### config.mk
export PLATFORM = sky130hd
export DESIGN_NAME = srum_row_buf
export DESIGN_NICKNAME = d
export VERILOG_FILES = /design/src/hw/rtl/srum_pkg.sv /design/src/hw/rtl/srum_row_buf.sv
export SDC_FILE = /design/constraint.sdc
export NUM_CORES = 2
export LEC_CHECK = 0
export ABC_AREA = 1
export BUFFER_PORTS_ARGS = -buffer_cell sky130_fd_sc_hd__buf_2
export CAP_MARGIN = 30
export CELL_PAD_IN_SITES_DETAIL_PLACEMENT = 1
export CELL_PAD_IN_SITES_GLOBAL_PLACEMENT = 1
export CORE_UTILIZATION = 58
export CTS_BUF_LIST = sky130_fd_sc_hd__clkbuf_2 sky130_fd_sc_hd__clkbuf_4 sky130_fd_sc_hd__clkbuf_8
export CTS_CLUSTER_DIAMETER = 120
export CTS_CLUSTER_SIZE = 16
export DETAILED_ROUTE_END_ITERATION = 8
export PLACE_DENSITY_LB_ADDON = 0.2
export SYNTH_ARGS = -nofsm -noshare
export SYNTH_HDL_FRONTEND = slang
export SYNTH_SLANG_ARGS = --single-unit
### constraint.sdc
create_clock -name clk -period 11.55 [get_ports clk]
set_input_delay 0.5775 -clock clk [delete_from_list [all_inputs] [get_ports clk]]
set_output_delay 0.5775 -clock clk [all_outputs]
set_load 0.03 [all_outputs]
### src/hw/rtl/srum_pkg.sv
// ----------------------------------------------------------------------------
// srum_pkg
// Shared types and codes for the sparse row union merge block.
// ----------------------------------------------------------------------------
package srum_pkg;

  localparam int COL_W        = 24;
  localparam int VAL_W        = 64;
  localparam int ROW_CAP_DEF  = 32;
  localparam int COL_BITS_DEF = 24;

  localparam logic [1:0] OP_ADD = 2'd0;
  localparam logic [1:0] OP_SUB = 2'd1;
  localparam logic [1:0] OP_MUL = 2'd2;

  typedef struct packed {
    logic                    source;
    logic                    has_entry;
    logic [COL_W-1:0]        column;
    logic signed [VAL_W-1:0] value;
    logic                    row_end;
  } in_beat_t;

  typedef struct packed {
    logic                    entry_present;
    logic [COL_W-1:0]        out_column;
    logic signed [VAL_W-1:0] out_value;
    logic                    last;
    logic                    overflow;
  } out_beat_t;

  typedef struct packed {
    logic             start;
    logic [1:0]       op;
    logic [VAL_W-1:0] a;
    logic [VAL_W-1:0] b;
  } alu_req_t;

endpackage

### src/hw/rtl/srum_row_buf.sv
// ----------------------------------------------------------------------------
// srum_row_buf
// Entry store for one operand row: column and value per slot, registered read.
// ----------------------------------------------------------------------------
module srum_row_buf #(
  parameter int DEPTH  = 32,
  parameter int CB     = 24,
  parameter int IDX_W  = 5
) (
  input  logic                     clk,
  input  logic                     we,
  input  logic [IDX_W-1:0]         waddr,
  input  logic [CB-1:0]            wcol,
  input  logic [srum_pkg::VAL_W-1:0] wval,
  input  logic [IDX_W-1:0]         raddr,
  output logic [CB-1:0]            rcol,
  output logic [srum_pkg::VAL_W-1:0] rval
);
  import srum_pkg::*;

  logic [CB+VAL_W-1:0] mem [DEPTH];
  logic [CB+VAL_W-1:0] rdata_r;

  always_ff @(posedge clk) begin
    if (we) begin
      mem[waddr] <= {wcol, wval};
    end
    rdata_r <= mem[raddr];
  end

  assign rcol = rdata_r[CB+VAL_W-1:VAL_W];
  assign rval = rdata_r[VAL_W-1:0];

endmodule

-- Yosys cells after proc, flatten, opt, wreduce, memory -nomap -nowiden
Memory sizes are Yosys's and may differ from the RTL's. A register that Yosys moved wholly into a read port is not among the register bits.
Index checks and enable logic that the tools add are counted.
- mux-type cells: 2
- operators by type and width (operator ; number):
    $mux 1 ; 2
- bits in registers: 0
- bits in writable memories: 2816
- bits of input ports: 100
- output and inout bits: 88
- word-level logic and storage cells: 3
- memories kept: 1
- memory list (name ; depth ; bits a word ; read ports ; clocked after memory_dff ; write ports ; RTL line ; text):
    mem ; 32 ; 88 ; 1 ; 1 ; 1 ; srum_row_buf.sv:21 ; logic [CB+VAL_W-1:0] mem [DEPTH];

-- Longest topological paths before layout
- word-level depth: 2
- mapped depth: 13
- mapped depth without buffers: 9

-- Worst setup path before layout
OpenSTA, ideal clock, no wires.
- kind: input -> register
- start: in waddr[0]
- end: mem mem[0][0] (netlist bit), enable pin
- setup time: 0.535 ns
- arrival time: 4.546 ns
- data required time: 11.015 ns
- path slack: 6.468 ns
- stages: 3
- buffers on the path: 0
- cells stage by stage: inv_1 > nand3_1 > nor2_1
- RTL lines (item ; RTL line ; text):
    start: declaration ; srum_row_buf.sv:12 ; input logic [IDX_W-1:0] waddr,
    end: declaration ; srum_row_buf.sv:21 ;
No word-level cell before the write port.

==> flow_summary.toml <==
[detailed_routing]
via_per_inst = 6.41
wl_mm = 359
vias = 77300
drc = 0
drt-initial-drc-count = 9651
wl_per_cell_um = 29.8
drtPass1Iterations = 8
ant_nets = 0

[clock_tree]
cts-root-buf = "clkbuf_8"
htree_num_levels = 4
cts.sinks = 2904
clk_path_buf_depth = 3
cts_tree = "done"
cts_made_buffers = 199
worstSkewPairLatency_ns = 1.04
post_cts_buffers = 0
clk_pin_slew_ns = 0.11

[synth]
ys_types = 18
syn_area_um2 = 115000
synth-seq-cells = 2904
synth_top_area_share_pct = 73.7
syn_avg_cell_area_um2 = 12.4
synthTopCellsByCount = "3154 x nand2_1, 2816 x edfxtp_1, 2487 x nand3_1, 339 x buf_2, 101 x clkbuf_1"
yosys.area.top_type = "edfxtp_1"
yosysMostFrequentCell = "nand2_1"
synth_flop_cell = "edfxtp_1"
synthTopCellsByArea = "edfxtp_1 74%, nand3_1 11%, nand2_1 10%, dfxtp_1 1.5%, buf_2 1.5%"
synth_warnings = 0
postSynth.asyncResetShare_pct = 0
synth_nets = 9371
synth_edf_count = 2816
netlist_instances = 9271
yosysSeqAreaShare_pct = 75.2

[timing]
hold_viol = 0
tns_ns = 0
rsz0062_at_grt = "no"
slew_viol_final = 0
slew_headroom_pct = 18.3
finalClockSkew_ns = 0.0361
worst_pin_slew_ns = 1.23
period_needed_ns = 3.71
setup_viol = 0
whs_ns = 0.0634
finalCritPeriodShare_pct = 32.1
fmax_ghz = 0.270

[power]
power.density_nw_per_um2 = 152
leakage_nw = 43.0
ir_drop_v = 0.000127
p_total_mw = 18.5

[critical_path]
rrSetupSlack_ns = 10.12
crit_path_top_delay_cell = "clkinv_16"
critPathMostFrequentCell = "nand2_1"
max_stage_delay_ns = 0.82
cp_max_fo = 344
worstPathArrival_ns = 4.56
worstSetupPathType = "in2reg"
end_kind = "flop"
path_cells = "buf_8 -> clkinv_16 -> buf_4 -> buf_12 -> nand2_1 -> nand3_1 -> nand3_1 -> nand2_1 -> nand2_1 -> nand2_1 -> nand2_1 -> nand2_1"
start_kind = "input port"
required_ns = 12.40

[placed_design]
finalWeightedCongestion = 0.755
hpwl_mm = 176
portBuffers = 187

[finish]
final_nets = 9371
multi_input_area_um2 = 25100
area_growth_pct = 6.47
drive_gt1_share_pct = 8.43
nFillCells = 19300
regArea_um2 = 86300

[die]
fp.dieW_um = 447
start_util_pct = 58.6
pin_count = 188
dieArea_um2 = 200000
core-area_um2 = 196000
die_h_um = 447
fp-row-count = 162

[hold_path]
hold_path.class = "in2reg"

[global_route]
grtUsageTotal_pct = 35.8
grt_pass1_wl_mm = 521
grt_max_degree = 345
grt_antenna_before_repair = 19
gr-total-overflow = 0
grt_pass1_vias = 80600

[outcome]
outcome = "completed"

[job]
drv_cap = 0
==> final timing paths <==
check / from / endpoint / cells after the start
max: raddr[0] / rdata_r[41] / 12
max reg2reg: mem[16][4] / rdata_r[4] / 8
min reg2reg: mem[10][75] / rdata_r[75] / 6
min: wcol[6] / mem[11][70] / 1
==> worst max-delay path: cells and delay by family <==
kind,cells,cell delay [ns]
AND/OR/NAND/NOR,8,0.97
buffers and inverters,4,2.51
==> cell type report <==
| cell class | count | share of cell area, % |
|---|---|---|
| Sequential cell | 2904 | 70.7 |
| Multi-Input combinational cell | 5753 | 20.6 |
| Clock buffer | 344 | 3.17 |
| Timing Repair Buffer | 403 | 2.75 |
| Tap cell | 2624 | 2.69 |
| Inverter | 10 | 0.0748 |
| Clock inverter | 8 | 0.0573 |
| Antenna cell | 14 | 0.0287 |
==> placed cells by master, fill, tap and decap left out <==
master and instances:
clkbuf_8 206, buf_12 27, clkinvlp_4 4, dlygate4sd3_1 78, buf_16 11, nand2_2 80, inv_8 5, clkinv_16 1
clkbuf_4 138, edfxtp_1 2816, buf_2 182, nand2_1 3154, buf_4 100, nand3_1 2487, dfxtp_1 88, buf_8 4
diode_2 14, inv_6 3, buf_6 1, inv_1 5, nor2_4 32
==> registers in the layout, indices dropped and copies added, names as in the netlist <==
name / count
mem: 2816
rdata_r: 88
==> what timing repair did <==
action	in CTS	in global routing
hold buffers	78	0
resized for setup	0	0
hold endpoints to repair	2074	0
==> cell families (layout without fill, tap and decap cells) <==
group | count (synthesis) | in the layout | synth area share (%)
other cells | 0 | 14 | 0
buf+inv | 614 | 765 | 3.07
simple gates | 5753 | 5753 | 21.7
flops | 2904 | 2904 | 75.2
==> where the power goes <==
group	internal, mW	switching [mW]
logic	0.335	1.06
clock network	2.11	3.26
registers	11.7	0.0630
==> per-stage QoR <==
step	cells	worst slack, ns	utilization [%]	instance area [um^2]
2_1_floorplan	9271	6.47	-	115000
3_3_place_gp	11600	6.87	59.8	117000
3_5_place_dp	11600	6.71	59.9	117000
4_1_cts	12000	7.78	62.3	122000
5_1_grt	12100	7.71	62.4	122000
6_report	12100	7.84	62.4	122000
==> per-layer routing <==
layer / wire [um] / GRT usage [%] / vias up
li1: - / - / 32700
met1: 134000 / 45.9 / 39600
met2: 179000 / 60.7 / 4037
met3: 28100 / 4.79 / 967
met4: 18000 / 17.0 / 2
met5: 15 / 0 / -
Power figures use the tool's default switching activity.
