## src/hw/rtl/srum_pkg.sv

```systemverilog
// ----------------------------------------------------------------------------
// srum_pkg
// Shared types and codes for the sparse row union merge block.
// ----------------------------------------------------------------------------
package srum_pkg;

  localparam int COL_W        = 24;
  localparam int VAL_W        = 64;
  localparam int ROW_CAP_DEF  = 32;
  localparam int COL_BITS_DEF = 24;

  localparam logic [1:0] OP_ADD = 2'd0;
  localparam logic [1:0] OP_SUB = 2'd1;
  localparam logic [1:0] OP_MUL = 2'd2;

  typedef struct packed {
    logic                    source;
    logic                    has_entry;
    logic [COL_W-1:0]        column;
    logic signed [VAL_W-1:0] value;
    logic                    row_end;
  } in_beat_t;

  typedef struct packed {
    logic                    entry_present;
    logic [COL_W-1:0]        out_column;
    logic signed [VAL_W-1:0] out_value;
    logic                    last;
    logic                    overflow;
  } out_beat_t;

  typedef struct packed {
    logic             start;
    logic [1:0]       op;
    logic [VAL_W-1:0] a;
    logic [VAL_W-1:0] b;
  } alu_req_t;

endpackage

```

## src/hw/rtl/srum_alu.sv

```systemverilog
// ----------------------------------------------------------------------------
// srum_alu
// Shared 64-bit add/sub/multiply unit; multiply is three 32x32 partial
// products through one multiplier, low 64 bits kept.
// ----------------------------------------------------------------------------
module srum_alu (
  input  logic                       clk,
  input  logic                       rst_n,
  input  srum_pkg::alu_req_t         req,
  output logic                       busy,
  output logic [srum_pkg::VAL_W-1:0] res
);
  import srum_pkg::*;

  localparam int HW = VAL_W / 2;

  logic [VAL_W-1:0] a_r, b_r, acc_r, acc_nxt, prod_r, prod_nxt;
  logic [1:0]       cnt_r, cnt_nxt;
  logic             busy_r, busy_nxt;
  logic [HW-1:0]    mul_a, mul_b;
  logic             is_mul;

  assign is_mul = (req.op != OP_ADD) && (req.op != OP_SUB);

  // operand select for the single multiplier
  always_comb begin
    if (!busy_r) begin
      mul_a = req.a[HW-1:0];
      mul_b = req.b[HW-1:0];
    end else if (cnt_r == 2'd0) begin
      mul_a = a_r[HW-1:0];
      mul_b = b_r[VAL_W-1:HW];
    end else begin
      mul_a = a_r[VAL_W-1:HW];
      mul_b = b_r[HW-1:0];
    end
  end

  always_comb begin
    acc_nxt  = acc_r;
    prod_nxt = prod_r;
    cnt_nxt  = cnt_r;
    busy_nxt = busy_r;
    if (busy_r) begin
      prod_nxt = VAL_W'(mul_a) * VAL_W'(mul_b);
      cnt_nxt  = cnt_r + 2'd1;
      case (cnt_r)
        2'd0: acc_nxt = prod_r;
        2'd1: acc_nxt = acc_r + {prod_r[HW-1:0], {HW{1'b0}}};
        default: begin
          acc_nxt  = acc_r + {prod_r[HW-1:0], {HW{1'b0}}};
          busy_nxt = 1'b0;
        end
      endcase
    end else if (req.start) begin
      case (req.op)
        OP_ADD: acc_nxt = req.a + req.b;
        OP_SUB: acc_nxt = req.a - req.b;
        default: begin
          prod_nxt = VAL_W'(mul_a) * VAL_W'(mul_b);
          cnt_nxt  = 2'd0;
          busy_nxt = 1'b1;
        end
      endcase
    end
  end

  always_ff @(posedge clk) begin
    if (!rst_n) begin
      busy_r <= 1'b0;
      cnt_r  <= 2'd0;
    end else begin
      busy_r <= busy_nxt;
      cnt_r  <= cnt_nxt;
    end
    acc_r  <= acc_nxt;
    prod_r <= prod_nxt;
    if (req.start && !busy_r && is_mul) begin
      a_r <= req.a;
      b_r <= req.b;
    end
  end

  assign busy = busy_r;
  assign res  = acc_r;

endmodule

```

## config.mk

```make
export PLATFORM = sky130hd
export DESIGN_NAME = srum_alu
export DESIGN_NICKNAME = d
export VERILOG_FILES = /design/src/hw/rtl/srum_pkg.sv /design/src/hw/rtl/srum_alu.sv
export SDC_FILE = /design/constraint.sdc
export NUM_CORES = 2
export LEC_CHECK = 0
export BUFFER_PORTS_ARGS = -buffer_cell sky130_fd_sc_hd__buf_2
export CORE_ASPECT_RATIO = 1.1
export CORE_MARGIN = 8
export CORE_UTILIZATION = 35
export CTS_CLUSTER_DIAMETER = 50
export CTS_CLUSTER_SIZE = 24
export DETAILED_ROUTE_END_ITERATION = 10
export GPL_TIMING_DRIVEN = 0
export HOLD_SLACK_MARGIN = 0.06
export PLACE_DENSITY = 0.62
export SYNTH_ARGS = -nofsm -noshare
export SYNTH_HDL_FRONTEND = slang
export SYNTH_SLANG_ARGS = --single-unit
```

## constraint.sdc

```tcl
create_clock -name clk -period 9.8 [get_ports clk]
set_input_delay 0.98 -clock clk [delete_from_list [all_inputs] [get_ports clk]]
set_output_delay 0.98 -clock clk [all_outputs]
set_load 0.1 [all_outputs]
```

### Word-level counts from Yosys, hierarchy flattened

Cells that the tools add are included.

| word-level totals | value |
|---|---|
| bits of input ports | 133 |
| logic and storage cells | 46 |
| bits in registers | 259 |

| operators by class | value |
|---|---|
| eq/ne operators | 4 |
| reductions and logical operators | 13 |
| add/sub/neg operators | 4 |
| multiply operators | 1 |
| muxes and demuxes | 18 |

Operator list:

| cell | count |
|---|---|
| 64-bit 2-to-1 mux | 6 |
| 64-bit adder | 2 |
| 32-bit 2-to-1 mux | 4 |
| 64-bit case mux with 2 select lines | 1 |
| 32-bit by 32-bit multiplier with 64-bit output | 1 |
| 64-bit subtractor | 1 |
| 2-bit 2-to-1 mux | 3 |
| 2-bit by 1-bit == test with 1-bit output (second input constant) | 2 |
| 2-bit zero test | 2 |
| 1-bit 2-to-1 mux | 4 |
| 2-bit by 1-bit != test with 1-bit output (second input constant) | 2 |
| 2-bit AND reduction | 2 |
| 2-bit nonzero test | 2 |
| 2-bit OR reduction | 2 |
| 1-bit logical AND | 3 |
| 3-bit nonzero test | 1 |
| 2-bit by 1-bit adder with 2-bit output (second input constant) | 1 |
| 1-bit zero test | 1 |

### Depth between registers and ports, before layout

| logic depth | value |
|---|---|
| depth after elaboration | 7 |
| mapped depth | 37 |
| mapped depth without buffers | 33 |

### Worst setup path after synthesis

No wires, ideal clock.

| path | value |
|---|---|
| path type | register to register |
| start point | reg busy_r, in the netlist busy |
| end point | reg prod_r[56], data pin |
| setup time | 265 ps |
| arrival time | 9,103 ps |
| setup slack | 432 ps |
| clock period less this slack | 9,368 ps |
| buffers on the path | 5 |
| data required time | 9,535 ps |
| stages on the path, launching flop included | 34 |
| cell sequence | dfxtp_1 > clkbuf_1 > clkbuf_1 > clkbuf_1 > nor2_1 > a21oi_1 > clkbuf_1 > nand2_1 > fa_1 > inv_1 > fa_1 > inv_1 > fa_1 > fa_1 > inv_1 > fa_1 > fa_1 > fa_1 > inv_1 > fa_1 > inv_1 > ha_1 > clkbuf_1 > a21o_1 > a31o_2 > a221o_1 > a21o_1 > a21o_1 > a21o_1 > a31oi_1 > o22ai_1 > a31oi_1 > o21ai_0 > xor2_1 |

| on the way | value |
|---|---|
| cells in the longest elaborated chain, start to end | 5 |
| elaborated cells between the ends (all ways) | 6 |
| classes of those cells | mul (1); mux (5) |

RTL lines:

| element | line | RTL |
|---|---|---|
| from (decl) | srum_alu.sv:19 | `logic busy_r, busy_nxt;` |
| from (signal assigned) | srum_alu.sv:73 | `busy_r <= busy_nxt;` |
| 32-bit 2-to-1 mux | srum_alu.sv:27 | `if (!busy_r) begin` |
| 32-bit by 32-bit multiplier with 64-bit output | srum_alu.sv:45, srum_alu.sv:60 |  |
| 64-bit 2-to-1 mux | srum_alu.sv:56 | `case (req.op)` |
| 64-bit 2-to-1 mux | srum_alu.sv:55 | `end else if (req.start) begin` |
| 64-bit 2-to-1 mux (*) | srum_alu.sv:44 | `if (busy_r) begin` |
| via prod_nxt[56] | srum_alu.sv:17 | `logic [VAL_W-1:0] a_r, b_r, acc_r, acc_nxt, prod_r, prod_nxt;` |
| to (signal assigned) | srum_alu.sv:77 | `prod_r <= prod_nxt;` |
| to (decl) | srum_alu.sv:17 |  |

The timed path passes the listed nets; every way through them passes the cells marked *. The select of a mux whose other input is x is not followed.
A chain may end at the register's enable or synchronous reset.

### Final worst setup path

| path | value |
|---|---|
| start point | reg cnt_r[0] |
| end point | reg prod_r[60], data pin |

| on the way | value |
|---|---|
| cells in the longest elaborated chain, start to end | 7 |
| elaborated cells between the ends (all ways) | 9 |
| classes of those cells | mul (1); mux (7); reduce/logical (1) |

RTL lines:

| element | line | RTL |
|---|---|---|
| from (decl) | srum_alu.sv:18 | `logic [1:0] cnt_r, cnt_nxt;` |
| from (signal assigned) | srum_alu.sv:74 | `cnt_r <= cnt_nxt;` |
| 2-bit zero test (*) | srum_alu.sv:30 | `end else if (cnt_r == 2'd0) begin` |
| 32-bit 2-to-1 mux | srum_alu.sv:30 |  |
| 32-bit 2-to-1 mux | srum_alu.sv:27 |  |
| 32-bit by 32-bit multiplier with 64-bit output (*) | srum_alu.sv:45, srum_alu.sv:60 |  |
| 64-bit 2-to-1 mux | srum_alu.sv:56 |  |
| 64-bit 2-to-1 mux | srum_alu.sv:55 |  |
| 64-bit 2-to-1 mux (*) | srum_alu.sv:44 |  |
| via prod_nxt[60] | srum_alu.sv:17 |  |

Marked as above.

==> metrics.txt <==
Critical Path Stages 28; nets 7016; fin crit period 9590 ps; Post-synth EDFFs 256; dpl ws -2440 ps; YS warnings 0; initial antenna violation count 27; Worst-path clk slew 70 ps; Setup WS post-layout about 210 ps; total number of vias 41147; final WL 227000 um; status complete, no violations; syn nets 6766; Hold Path Cell Cnt 1; share of post-route cells with drive strength above 1 roughly 11%; Yosys top cell by area fa_1; Reg2Reg Setup Slack 210 ps; hpwl dp 193000 um; Initial Utilization 35.3%; CTS max path bufs 3; number of global-route vias before repair 42389; critical path arrival 9970 ps; dpl cells ~7400; ys async rst share 0%; Die Wd 372 um; Core ar. ~140000 sq um; Slew headroom 27.2%; worst-path maximum fanout 10; gr ovfl total 0; die height 408 um; full die area 152000 sq um; Num CTS Buffers 31; maxcap violations 0; CP Capture Type flop; syn_area_per_cell 9.08 sq um; Via density 5.51; Port-buffer cells just under 200; row cnt 143; delay-heaviest family, CP adder cells; required time of the critical path 10190 ps; Crit path largest cell delay 650 ps; Top cell by count, worst path fa_1; RePlAce Congestion 1.02; clk sink count roughly 260; CTS tree built; Iteration-0 DRC Markers roughly 4400; Setup Viol. Count Final 0; Post-synth top cells 934 x inv_1, 898 x fa_1, 790 x nor2_1, 568 x nand2_1, 360 x ha_1; Post-Syn Area 48800 sq um; H-tree levels 1; main area contributors after synthesis fa_1 37%, edfxtp_1 16%, ha_1 9.2%; first-pass GRT wire length 316000 um; Cell Count, Final, Fillers Out 7473; Yosys top cell area share 36.8%; Detail Route Antenna Nets 0; final setup skew 46.4 ps; largest net degree at the start of global routing 72; P&R area growth vs syn 12.5%; Slew @ Worst Pin 1090 ps; R2R cell count 28; Wirelength per Cell about 30 um; Slowest-stage cell, CP fa_1; Bufs and invs on worst path 5; pins over their slew limit 0; drt pass-1 iters 7; Yosys reg bits 259; Yosys cell types between 80 and 90; Seq/Total Area, Yosys 15.9%; HP Class primary input to flop; Root Buffer clkbuf_16; most instantiated library cell after synthesis inv_1; CP Launch Type flop; Post-Syn Instances ~5400; Worst-Skew Late Latency 660 ps; final worst-path cycle share 97.8%; Max Freq between 100 and 150 MHz; final-report hold violation count 0; aggregate global-route resource usage 29.3%; Primary FF master, synth edfxtp_1; crit path kind flop to flop; drt drc 0; # IOs 198
## path summary, 6_finish.rpt
kind / from / end
setup / recovery: cnt_r[0] / prod_r[60]
hold / removal: req[124] / a_r[60]
setup reg to reg: cnt_r[0] / prod_r[60]
hold reg to reg: cnt_r[1] / cnt_r[1]
## layout make-up
class / instances / area (sq um)
repair buffers: 236 / 1380
fillers: 14126 / 83400
clock inverters: 27 / 429
well taps: 1812 / 2270
diodes: 11 / 27.5
flip-flops and latches: 259 / 7750
multi-input cells: 3908 / 37100
inverters: 934 / 3510
plain buffers: 255 / 1620
clock buffers: 31 / 776
## cells by family after synthesis
family | count (synthesis) | synth area share, %
flops | 259 | 15.9
mux | 74 | 1.52
simple gates | 1598 | 13.6
xor+xnor | 208 | 3.75
compound gates | 770 | 9.79
fa+ha+maj | 1258 | 46.1
buf+inv | 1208 | 9.42
## per-stage QoR
stage	hold slack [ps]	TNS, ps	util, %	instance area (sq um)
finish	539	0	39.7	54900
global route	522	-2.97	39.7	54900
CTS	515	0	39.3	54400
detailed placement	529	-70530	37.8	52300
global placement	505	-81800	37.6	52000
floorplan	488	0	-	48800
## timing repair
action,4_1_cts,5_1_grt
gates resized for setup,372,158
setup buffers,8,22
hold buffers,0,0
pin swaps,4,12
endpoints found under the setup margin,45,22
## layer usage
| layer | routed length [um] | global-route usage, % | part of all wire (%) | up-vias |
|---|---|---|---|---|
| met1 | 89900 | 38.3 | 40 | 21043 |
| met4 | 17600 | 18.1 | 7.8 | 4 |
| met3 | 19800 | 5.11 | 8.7 | 548 |
| met5 | 23 | 0 | 0.010 | - |
| met2 | 99500 | 45.2 | 44 | 2118 |
| li1 | - | - | - | 17434 |
## state kept, by name (all words and copies together) (netlist names)
signal	cells
a_r	64
b_r	64
busy	1
cnt_r	2
prod_r	64
res	64
## cell usage in the layout (no fill, tap or decap), types with 126 or more instances in the layout
cell type  instances
edfxtp_1         256
ha_1             357
buf_2            206
o21ai_0          176
a21o_1           126
a21oi_1          203
nand2_1          568
fa_1             898
inv_1            931
nor2_1           788
Power is not shown: default switching activity piles up to over one toggle a cycle in this logic, so the estimate is an artifact.
